**config.mk**
```make
export PLATFORM = sky130hd
export DESIGN_NAME = decimal_token_validator_core
export DESIGN_NICKNAME = d
export VERILOG_FILES = /design/src/rtl/dtv_pkg.sv /design/src/rtl/dtv_scan.sv /design/src/rtl/dtv_queue.sv /design/src/rtl/dtv_emit.sv /design/src/rtl/decimal_token_validator_core.sv
export SDC_FILE = /design/constraint.sdc
export NUM_CORES = 1
export LEC_CHECK = 0
export BUFFER_PORTS_ARGS = -buffer_cell sky130_fd_sc_hd__buf_2
export CAP_MARGIN = 20
export CORE_MARGIN = 2
export CORE_UTILIZATION = 35
export DETAILED_ROUTE_END_ITERATION = 16
export PLACE_DENSITY_LB_ADDON = 0.08
export SLEW_MARGIN = 20
export SYNTH_ARGS = -nofsm -noshare
export SYNTH_HDL_FRONTEND = slang
export SYNTH_SLANG_ARGS = --single-unit
```
**constraint.sdc**
```tcl
create_clock -name clock -period 4.9 [get_ports clock]
set_input_delay 0.245 -clock clock [delete_from_list [all_inputs] [get_ports clock]]
set_output_delay 0.245 -clock clock [all_outputs]
set_load 0.03 [all_outputs]
```
**src/rtl/dtv_pkg.sv**
```systemverilog
// ----------------------------------------------------------------------------
// dtv_pkg
// Shared types, character codes and helpers of the decimal token validator.
// ----------------------------------------------------------------------------
`default_nettype none

package dtv_pkg;

   // recognizer phases
   typedef enum logic [3:0] {
      PH_LEAD  = 4'd0,
      PH_START = 4'd1,
      PH_INT   = 4'd2,
      PH_FRAC  = 4'd3,
      PH_EXP0  = 4'd4,
      PH_EXPS  = 4'd5,
      PH_EXPD  = 4'd6,
      PH_TRAIL = 4'd7,
      PH_ERR   = 4'd8
   } phase_type;

   // one finished token, as handed from the scanner to the output side
   typedef struct packed {
      logic       ok;
      logic       sep_seen;
      logic [7:0] sep_off;
      logic [7:0] len;
   } result_type;

   // character codes
   localparam logic [7:0] CH_SPACE = 8'h20;
   localparam logic [7:0] CH_TAB   = 8'h09;
   localparam logic [7:0] CH_LF    = 8'h0A;
   localparam logic [7:0] CH_VT    = 8'h0B;
   localparam logic [7:0] CH_FF    = 8'h0C;
   localparam logic [7:0] CH_CR    = 8'h0D;
   localparam logic [7:0] CH_DOT   = 8'h2E;
   localparam logic [7:0] CH_COMMA = 8'h2C;
   localparam logic [7:0] CH_LOW_E = 8'h65;
   localparam logic [7:0] CH_UP_E  = 8'h45;
   localparam logic [7:0] CH_PLUS  = 8'h2B;
   localparam logic [7:0] CH_MINUS = 8'h2D;
   localparam logic [7:0] CH_ZERO  = 8'h30;
   localparam logic [7:0] CH_NINE  = 8'h39;

   // beat widths and queue depth
   localparam int REQ_DATA_W  = 8;
   localparam int RSP_DATA_W  = 24;
   localparam int QUEUE_DEPTH = 2;

   function automatic logic is_ws(input logic [7:0] c);
      return (c == CH_SPACE) || (c == CH_TAB) || (c == CH_LF) || (c == CH_CR)
             || (c == CH_FF) || (c == CH_VT);
   endfunction

   function automatic logic is_digit(input logic [7:0] c);
      return (c >= CH_ZERO) && (c <= CH_NINE);
   endfunction

   // body is well formed if it has a mantissa digit and ends in a digit phase
   function automatic logic body_ok(input phase_type ph, input logic mant);
      return mant && ((ph == PH_INT) || (ph == PH_FRAC) || (ph == PH_EXPD));
   endfunction

endpackage

`default_nettype wire

```
**src/rtl/dtv_scan.sv**
```systemverilog
// ----------------------------------------------------------------------------
// dtv_scan
// Front end: steps the token recognizer one byte per beat and, on the last
// byte, produces the token result for the queue.
// ----------------------------------------------------------------------------
`default_nettype none

module dtv_scan #(
   parameter int MAX_LEN = 255
) (
   input  wire logic               clock,
   input  wire logic               reset,
   input  wire logic               allow_comma,
   input  wire logic               beat,
   input  wire logic [7:0]         ch,
   input  wire logic               last,
   output logic                    push,
   output dtv_pkg::result_type     push_data
);

   localparam int CNT_W = $clog2(MAX_LEN + 2);

   dtv_pkg::phase_type phase_ff, phase_in, phase_step;
   logic               mant_ff, mant_in, mant_step;
   logic               sep_flag_ff, sep_flag_in, sep_flag_step;
   logic [7:0]         sep_place_ff, sep_place_in, sep_place_step;
   logic [7:0]         body_cnt_ff, body_cnt_in, body_cnt_step;
   logic               end_valid_ff, end_valid_in, end_valid_step;
   logic [CNT_W-1:0]   total_cnt_ff, total_cnt_in, total_cnt_step;

   logic ws, digit, sign, exp_mark, sep_char, in_body, head_phase, too_long, ok;

   // byte classes
   always_comb begin
      ws       = dtv_pkg::is_ws(ch);
      digit    = dtv_pkg::is_digit(ch);
      sign     = (ch == dtv_pkg::CH_PLUS) || (ch == dtv_pkg::CH_MINUS);
      exp_mark = (ch == dtv_pkg::CH_LOW_E) || (ch == dtv_pkg::CH_UP_E);
      sep_char = (ch == dtv_pkg::CH_DOT) || ((ch == dtv_pkg::CH_COMMA) && allow_comma);
      // a non-whitespace byte that the grammar still looks at
      in_body  = (phase_ff != dtv_pkg::PH_ERR) && (phase_ff != dtv_pkg::PH_TRAIL) && !ws;
      head_phase = (phase_ff == dtv_pkg::PH_LEAD) || (phase_ff == dtv_pkg::PH_START)
                   || (phase_ff == dtv_pkg::PH_INT);
   end

   // next phase
   always_comb begin
      phase_step = phase_ff;
      if (phase_ff == dtv_pkg::PH_ERR) begin
         phase_step = dtv_pkg::PH_ERR;
      end else if (phase_ff == dtv_pkg::PH_TRAIL) begin
         if (!ws) phase_step = dtv_pkg::PH_ERR;
      end else if (ws) begin
         if (phase_ff != dtv_pkg::PH_LEAD) phase_step = dtv_pkg::PH_TRAIL;
      end else begin
         case (phase_ff)
            dtv_pkg::PH_LEAD, dtv_pkg::PH_START, dtv_pkg::PH_INT: begin
               if ((phase_ff != dtv_pkg::PH_INT) && sign) phase_step = dtv_pkg::PH_INT;
               else if (digit)                          phase_step = dtv_pkg::PH_INT;
               else if (sep_char)                       phase_step = dtv_pkg::PH_FRAC;
               else if (exp_mark && mant_ff)            phase_step = dtv_pkg::PH_EXP0;
               else                                     phase_step = dtv_pkg::PH_ERR;
            end
            dtv_pkg::PH_FRAC: begin
               if (digit)                    phase_step = dtv_pkg::PH_FRAC;
               else if (exp_mark && mant_ff) phase_step = dtv_pkg::PH_EXP0;
               else                          phase_step = dtv_pkg::PH_ERR;
            end
            dtv_pkg::PH_EXP0: begin
               if (sign)       phase_step = dtv_pkg::PH_EXPS;
               else if (digit) phase_step = dtv_pkg::PH_EXPD;
               else            phase_step = dtv_pkg::PH_ERR;
            end
            dtv_pkg::PH_EXPS, dtv_pkg::PH_EXPD: begin
               if (digit) phase_step = dtv_pkg::PH_EXPD;
               else       phase_step = dtv_pkg::PH_ERR;
            end
            default: phase_step = dtv_pkg::PH_ERR;
         endcase
      end

      phase_in = phase_ff;
      if (beat) phase_in = last ? dtv_pkg::PH_LEAD : phase_step;
   end

   // token bookkeeping and result
   always_comb begin
      mant_step = mant_ff | (in_body && digit
                  && (head_phase || (phase_ff == dtv_pkg::PH_FRAC)));
      sep_flag_step  = sep_flag_ff | (in_body && head_phase && sep_char);
      sep_place_step = (in_body && head_phase && sep_char) ? body_cnt_ff : sep_place_ff;
      body_cnt_step  = (in_body && (body_cnt_ff != 8'hFF)) ? body_cnt_ff + 8'd1 : body_cnt_ff;
      // whitespace that closes the body captures its validity
      end_valid_step = (phase_ff != dtv_pkg::PH_ERR) && (phase_ff != dtv_pkg::PH_TRAIL)
                       && (phase_ff != dtv_pkg::PH_LEAD) && ws
                       ? dtv_pkg::body_ok(phase_ff, mant_ff) : end_valid_ff;
      total_cnt_step = (total_cnt_ff <= CNT_W'(MAX_LEN)) ? total_cnt_ff + CNT_W'(1)
                                                          : total_cnt_ff;
      too_long = total_cnt_ff >= CNT_W'(MAX_LEN);

      ok = !too_long && ((phase_step == dtv_pkg::PH_TRAIL) ? end_valid_step
                         : dtv_pkg::body_ok(phase_step, mant_step));

      push               = beat && last;
      push_data.ok       = ok;
      push_data.sep_seen = sep_flag_step;
      push_data.sep_off  = sep_place_step;
      push_data.len      = body_cnt_step;

      // last byte returns the token state to its start
      mant_in      = mant_ff;
      sep_flag_in  = sep_flag_ff;
      sep_place_in = sep_place_ff;
      body_cnt_in  = body_cnt_ff;
      end_valid_in = end_valid_ff;
      total_cnt_in = total_cnt_ff;
      if (beat) begin
         mant_in      = last ? 1'b0 : mant_step;
         sep_flag_in  = last ? 1'b0 : sep_flag_step;
         sep_place_in = last ? 8'd0 : sep_place_step;
         body_cnt_in  = last ? 8'd0 : body_cnt_step;
         end_valid_in = last ? 1'b0 : end_valid_step;
         total_cnt_in = last ? '0 : total_cnt_step;
      end
   end

   always_ff @(posedge clock) begin
      if (reset) begin
         phase_ff     <= dtv_pkg::PH_LEAD;
         mant_ff      <= 1'b0;
         sep_flag_ff  <= 1'b0;
         sep_place_ff <= 8'd0;
         body_cnt_ff  <= 8'd0;
         end_valid_ff <= 1'b0;
         total_cnt_ff <= '0;
      end else begin
         phase_ff     <= phase_in;
         mant_ff      <= mant_in;
         sep_flag_ff  <= sep_flag_in;
         sep_place_ff <= sep_place_in;
         body_cnt_ff  <= body_cnt_in;
         end_valid_ff <= end_valid_in;
         total_cnt_ff <= total_cnt_in;
      end
   end

endmodule

`default_nettype wire

```
**src/rtl/dtv_queue.sv**
```systemverilog
// ----------------------------------------------------------------------------
// dtv_queue
// Short register queue of token results between scanner and output stage.
// ----------------------------------------------------------------------------
`default_nettype none

module dtv_queue (
   input  wire logic                 clock,
   input  wire logic                 reset,
   input  wire logic                 push,
   input  wire dtv_pkg::result_type  push_data,
   input  wire logic                 pop,
   output logic                      full,
   output logic                      empty,
   output dtv_pkg::result_type       pop_data
);

   localparam int DEPTH = dtv_pkg::QUEUE_DEPTH;
   localparam int PTR_W = $clog2(DEPTH);
   localparam int CNT_W = $clog2(DEPTH + 1);

   dtv_pkg::result_type mem_ff [DEPTH];
   logic [PTR_W-1:0]    wr_ptr_ff, wr_ptr_in, rd_ptr_ff, rd_ptr_in;
   logic [CNT_W-1:0]    count_ff, count_in;
   logic                do_push, do_pop;

   always_comb begin
      full     = count_ff == CNT_W'(DEPTH);
      empty    = count_ff == '0;
      do_push  = push && !full;
      do_pop   = pop && !empty;
      pop_data = mem_ff[rd_ptr_ff];

      wr_ptr_in = wr_ptr_ff;
      if (do_push) wr_ptr_in = (wr_ptr_ff == PTR_W'(DEPTH - 1)) ? '0 : wr_ptr_ff + PTR_W'(1);
      rd_ptr_in = rd_ptr_ff;
      if (do_pop) rd_ptr_in = (rd_ptr_ff == PTR_W'(DEPTH - 1)) ? '0 : rd_ptr_ff + PTR_W'(1);

      count_in = count_ff;
      if (do_push && !do_pop) count_in = count_ff + CNT_W'(1);
      if (!do_push && do_pop) count_in = count_ff - CNT_W'(1);
   end

   // pointers and fill level
   always_ff @(posedge clock) begin
      if (reset) begin
         wr_ptr_ff <= '0;
         rd_ptr_ff <= '0;
         count_ff  <= '0;
      end else begin
         wr_ptr_ff <= wr_ptr_in;
         rd_ptr_ff <= rd_ptr_in;
         count_ff  <= count_in;
      end
   end

   // storage
   always_ff @(posedge clock) begin
      if (do_push) mem_ff[wr_ptr_ff] <= push_data;
   end

endmodule

`default_nettype wire

```
**src/rtl/dtv_emit.sv**
```systemverilog
// ----------------------------------------------------------------------------
// dtv_emit
// Back end: formats queued token results and holds the response beat.
// ----------------------------------------------------------------------------
`default_nettype none

module dtv_emit (
   input  wire logic                            clock,
   input  wire logic                            reset,
   input  wire logic                            q_empty,
   input  wire dtv_pkg::result_type             q_data,
   output logic                                 pop,
   output logic                                 rsp_tvalid,
   input  wire logic                            rsp_tready,
   output logic [dtv_pkg::RSP_DATA_W-1:0]       rsp_tdata
);

   logic                              valid_ff, valid_in;
   logic [dtv_pkg::RSP_DATA_W-1:0]    data_ff, data_in;

   // a rejected token reports all fields as zero
   always_comb begin
      pop      = !q_empty && (!valid_ff || rsp_tready);
      valid_in = pop || (valid_ff && !rsp_tready);
      data_in  = data_ff;
      if (pop) begin
         data_in = '0;
         if (q_data.ok)
            data_in = {{(dtv_pkg::RSP_DATA_W - 18){1'b0}}, q_data.len,
                       q_data.sep_seen ? q_data.sep_off : 8'd0, q_data.sep_seen, 1'b1};
      end
   end

   always_ff @(posedge clock) begin
      if (reset) valid_ff <= 1'b0;
      else       valid_ff <= valid_in;
   end

   always_ff @(posedge clock) begin
      data_ff <= data_in;
   end

   assign rsp_tvalid = valid_ff;
   assign rsp_tdata  = data_ff;

endmodule

`default_nettype wire

```
**src/rtl/decimal_token_validator_core.sv**
```systemverilog
// ----------------------------------------------------------------------------
// decimal_token_validator_core
// Streaming recognizer of decimal literals, one token byte per beat.
// ----------------------------------------------------------------------------
// Takes one byte per clock, continuously: the scanner steps its recognizer
// on every accepted byte and stalls only when its two-entry result queue is
// full. One result beat comes out per token, via the queue and the output
// register, which takes a new result every cycle while the sink keeps
// rsp_tready high. allow_comma is written through csr_wr_en/csr_wr_data, by
// the user only while no token is in flight; the block does not enforce it.
// Tokens longer than MAX_LEN bytes, whitespace included, are rejected.
`default_nettype none

module decimal_token_validator_core #(
   parameter int MAX_LEN = 255
) (
   input  wire logic                               clock,
   input  wire logic                               reset,
   // request: tdata[7:0] = ch; tlast = last
   input  wire logic                               req_tvalid,
   output logic                                    req_tready,
   input  wire logic [dtv_pkg::REQ_DATA_W-1:0]     req_tdata,
   input  wire logic                               req_tlast,
   // response: tdata[0] = accepted, [1] = separator_seen,
   // [9:2] = separator_offset, [17:10] = trimmed_length, [23:18] = 0
   output logic                                    rsp_tvalid,
   input  wire logic                               rsp_tready,
   output logic [dtv_pkg::RSP_DATA_W-1:0]          rsp_tdata,
   // configuration
   input  wire logic                               csr_wr_en,
   input  wire logic                               csr_wr_data
);

   logic                allow_comma_ff;
   logic                beat, push, pop, q_full, q_empty;
   dtv_pkg::result_type push_data, q_data;

   // allow_comma register
   always_ff @(posedge clock) begin
      if (reset)          allow_comma_ff <= 1'b0;
      else if (csr_wr_en) allow_comma_ff <= csr_wr_data;
   end

   assign req_tready = !q_full;
   assign beat       = req_tvalid && req_tready;

   dtv_scan #(
      .MAX_LEN (MAX_LEN)
   ) u_scan (
      .clock       (clock),
      .reset       (reset),
      .allow_comma (allow_comma_ff),
      .beat        (beat),
      .ch          (req_tdata),
      .last        (req_tlast),
      .push        (push),
      .push_data   (push_data)
   );

   dtv_queue u_queue (
      .clock     (clock),
      .reset     (reset),
      .push      (push),
      .push_data (push_data),
      .pop       (pop),
      .full      (q_full),
      .empty     (q_empty),
      .pop_data  (q_data)
   );

   dtv_emit u_emit (
      .clock      (clock),
      .reset      (reset),
      .q_empty    (q_empty),
      .q_data     (q_data),
      .pop        (pop),
      .rsp_tvalid (rsp_tvalid),
      .rsp_tready (rsp_tready),
      .rsp_tdata  (rsp_tdata)
   );

endmodule

`default_nettype wire

```
==> run metrics <==
Core Util, Final=0.401; total setup violations reported at the end of the flow=0; startpoint types=flop; final wirelength=roughly 9500 µm; Synth Flop Type=sky130_fd_sc_hd__edfxtp_1; signed area change from the synthesized netlist to the final layout=13.0%; floorplan die height=roughly 120 µm; worst path arrival time=roughly 2.6 ns; total inserted antenna cells=0; PD cells=around 460 nW/µm²; type of the tightest min-delay check=in2reg; Post-Syn Instances=between 400 and 500; highest-count cells in the layout ignoring fill and taps=54 x sky130_fd_sc_hd__edfxtp_1, 43 x sky130_fd_sc_hd__nor2_1, 42 x sky130_fd_sc_hd__nand2_1; Horiz. Die Dim=around 120 µm; clock buffer count from CTS=9; sequential share of power=0.444; number of hold buffers added after cts=0; Global Route Usage Sum=0.153; total count of hold-check failures in the final report=0; EDFF count, synth=54; H-Tree Level Count=3; net switching power=around 0.73 mW; top achievable clock speed=between 0.4 and 0.5 GHz; Floorplan Core Area=~12000 µm²; post-route antenna net violation count=0; Skew-Pair Late Insertion Delay=between 0.3 and 0.4 ns; row count=41; #FFs+latches synth=93; IO buf count=34; via count of the first global-routing pass=approximately 3100; total overflow reported by the global router=0; proportion of synthesized flip-flops having asynchronous set or reset=0; crit-path max FO=14; master cell of the clock root buffer=sky130_fd_sc_hd__clkbuf_16; required time reported for the critical path endpoint=about 5.2 ns; status=completed; count of warnings emitted by yosys=0; setup repair after global routing missed its margin=false; kind of critical path=reg2reg; Worst Tran Pin Value=~0.94 ns; max_cap viols=0; post-route fraction of the period consumed by the critical path=0.474; weighted congestion reported at the end of routability-driven placement=about 0.81; routed via count=~3200; number of top-level design ports=41; Synth Cell Area=between 4000 and 5000 µm²; number of remaining DRC errors=0; first-pass GRT wire length=15800 µm; setup slack on the worst flop-to-flop path=between 2 and 3 ns; share of total power consumed by net switching=0.319; worst-case clock buffer depth=2; routed len/inst=around 15 µm; kind of end point of the critical path=flop; drt first pass iters=4; number of violations reported at the end of detailed-routing iteration 0=approximately 160; Post-DP HPWL=between 6000 and 7000 µm; total count of max-transition violations in the final report=0; Seq/Total Area, Yosys=0.543; share of layout cells above drive strength 1=0.159; number of distinct library cells after synthesis=59; most common cell after layout, fill and taps aside=sky130_fd_sc_hd__edfxtp_1; antenna violations before repair=0; net count reported at finish=467; part of the power in the clock network=0.303; CTS tree=done; maximum number of pins on one net before global-route repair=34; Worst-path clk slew=about 0.060 ns; ratio of routed vias to standard cells=between 5 and 6; effective utilization at floorplan=0.355; Clock Skews=0.00486 ns; cell internal pwr=roughly 1.6 mW; Post CTS Setup Buffer Count=0; clock net sink count=between 90 and 100; leakage power=~1.7 nW; Worst IR Drop VDD=around 0.14 mV; number of resized instances in the post-cts repair step=0; Total Neg Setup Slack=0 ns; mean instance size in the synthesized netlist=~10 µm²; Slew HR=0.372; combinational power share=0.253; count of filler cells inserted in the layout=~1200; die area=between 10000 and 15000 µm²; shortest clock period the worst path allows after layout=about 2.3 ns
-- worst paths after layout --
path,startpoint,to,cells after the start
min,csr_wr_data,allow_comma_ff,3
max,u_scan.phase_ff[2],u_scan.body_cnt_ff[4],5
max reg2reg,u_scan.phase_ff[2],u_scan.body_cnt_ff[4],5
min reg2reg,u_scan.sep_place_ff[6],u_scan.sep_place_ff[6],2
-- metal layers --
layer | vias to the layer above | wire length [µm] | track usage
li1 | 1612 | - | -
met4 | 0 | 72 | 0.0698
met5 | - | 0 | 0
met1 | 1500 | 4460 | 0.196
met3 | 6 | 263 | 0.0285
met2 | 56 | 4730 | 0.252
-- sequential cells by signal (all words and copies together) (netlist names), 2 cells and up, named ones only --
| name | count |
|---|---|
| u_scan.body_cnt_ff | 8 |
| u_scan.total_cnt_ff | 9 |
| u_queue.mem_ff | 36 |
| u_queue.count_ff | 2 |
| u_scan.phase_ff | 4 |
| u_scan.sep_place_ff | 8 |
| u_emit.rsp_tdata | 18 |
-- per-stage QoR --
stage	setup WS, ns	power (mW)	cells	hold slack [ns]	cell area (µm²)
global route	2.36	2.42	625	0.185	4990
global placement	2.49	1.62	609	0.457	4690
floorplan	2.34	1.46	428	0.392	4440
finish	2.58	2.28	625	0.145	4990
CTS	2.45	2.32	625	0.129	4990
detailed placement	2.46	1.62	609	0.466	4690
-- cell usage after synthesis, drive strengths merged, types with 5 or more instances --
library cell	n	area [µm²]
edfxtp	54	1620
nor2	43	161
nand2	42	158
dfxtp	39	781
a21oi	26	130
o21ai	23	115
mux2i	18	180
clkbuf	16	60.1
nand3	14	70.1
buf	12	93.8
inv	11	41.3
or3	9	56.3
a31oi	8	50.1
mux2	8	90.1
nand4	8	62.6
nand2b	7	43.8
xor2	7	61.3
nor3	5	25.0
o31ai	5	37.5
or4	5	37.5
xnor2	5	43.8
-- layout make-up --
cell class	instances	area [µm²]	share of cell area
repair buffers	37	193	0.0386
multi-input cells	296	1850	0.370
clock inverters	4	48.8	0.00977
well taps	172	215	0.0431
clock buffers	12	246	0.0494
flip-flops and latches	93	2400	0.481
inverters	11	41.3	0.00827
-- worst max-delay path: stages, from the launching register on --
cell	delay [ns]
sky130_fd_sc_hd__dfxtp_1	0.61
sky130_fd_sc_hd__nor3_1	0.17
sky130_fd_sc_hd__a21oi_1	0.39
sky130_fd_sc_hd__nand4_2	0.33
sky130_fd_sc_hd__or4_1	0.58
sky130_fd_sc_hd__a31oi_1	0.17
-- logic make-up after synthesis --
logic type / Yosys count / share of synthesized area
other cells: 1 / 0.000848
flops: 93 / 0.543
fa+ha+maj: 4 / 0.0113
mux: 26 / 0.0611
xor+xnor: 12 / 0.0238
compound gates: 90 / 0.133
simple gates: 158 / 0.182
buf+inv: 39 / 0.0442
-- power groups by stage --
stage                     logic [mW]  registers (mW)  clock network, mW
after floorplan                0.299            1.16                  0
after global placement         0.588            1.03                  0
after detailed placement       0.590            1.03                  0
after CTS                      0.592            1.01              0.716
after global routing           0.640            1.03              0.748
final                          0.576            1.01              0.691
Note: power is estimated with default switching activity, not from simulation.
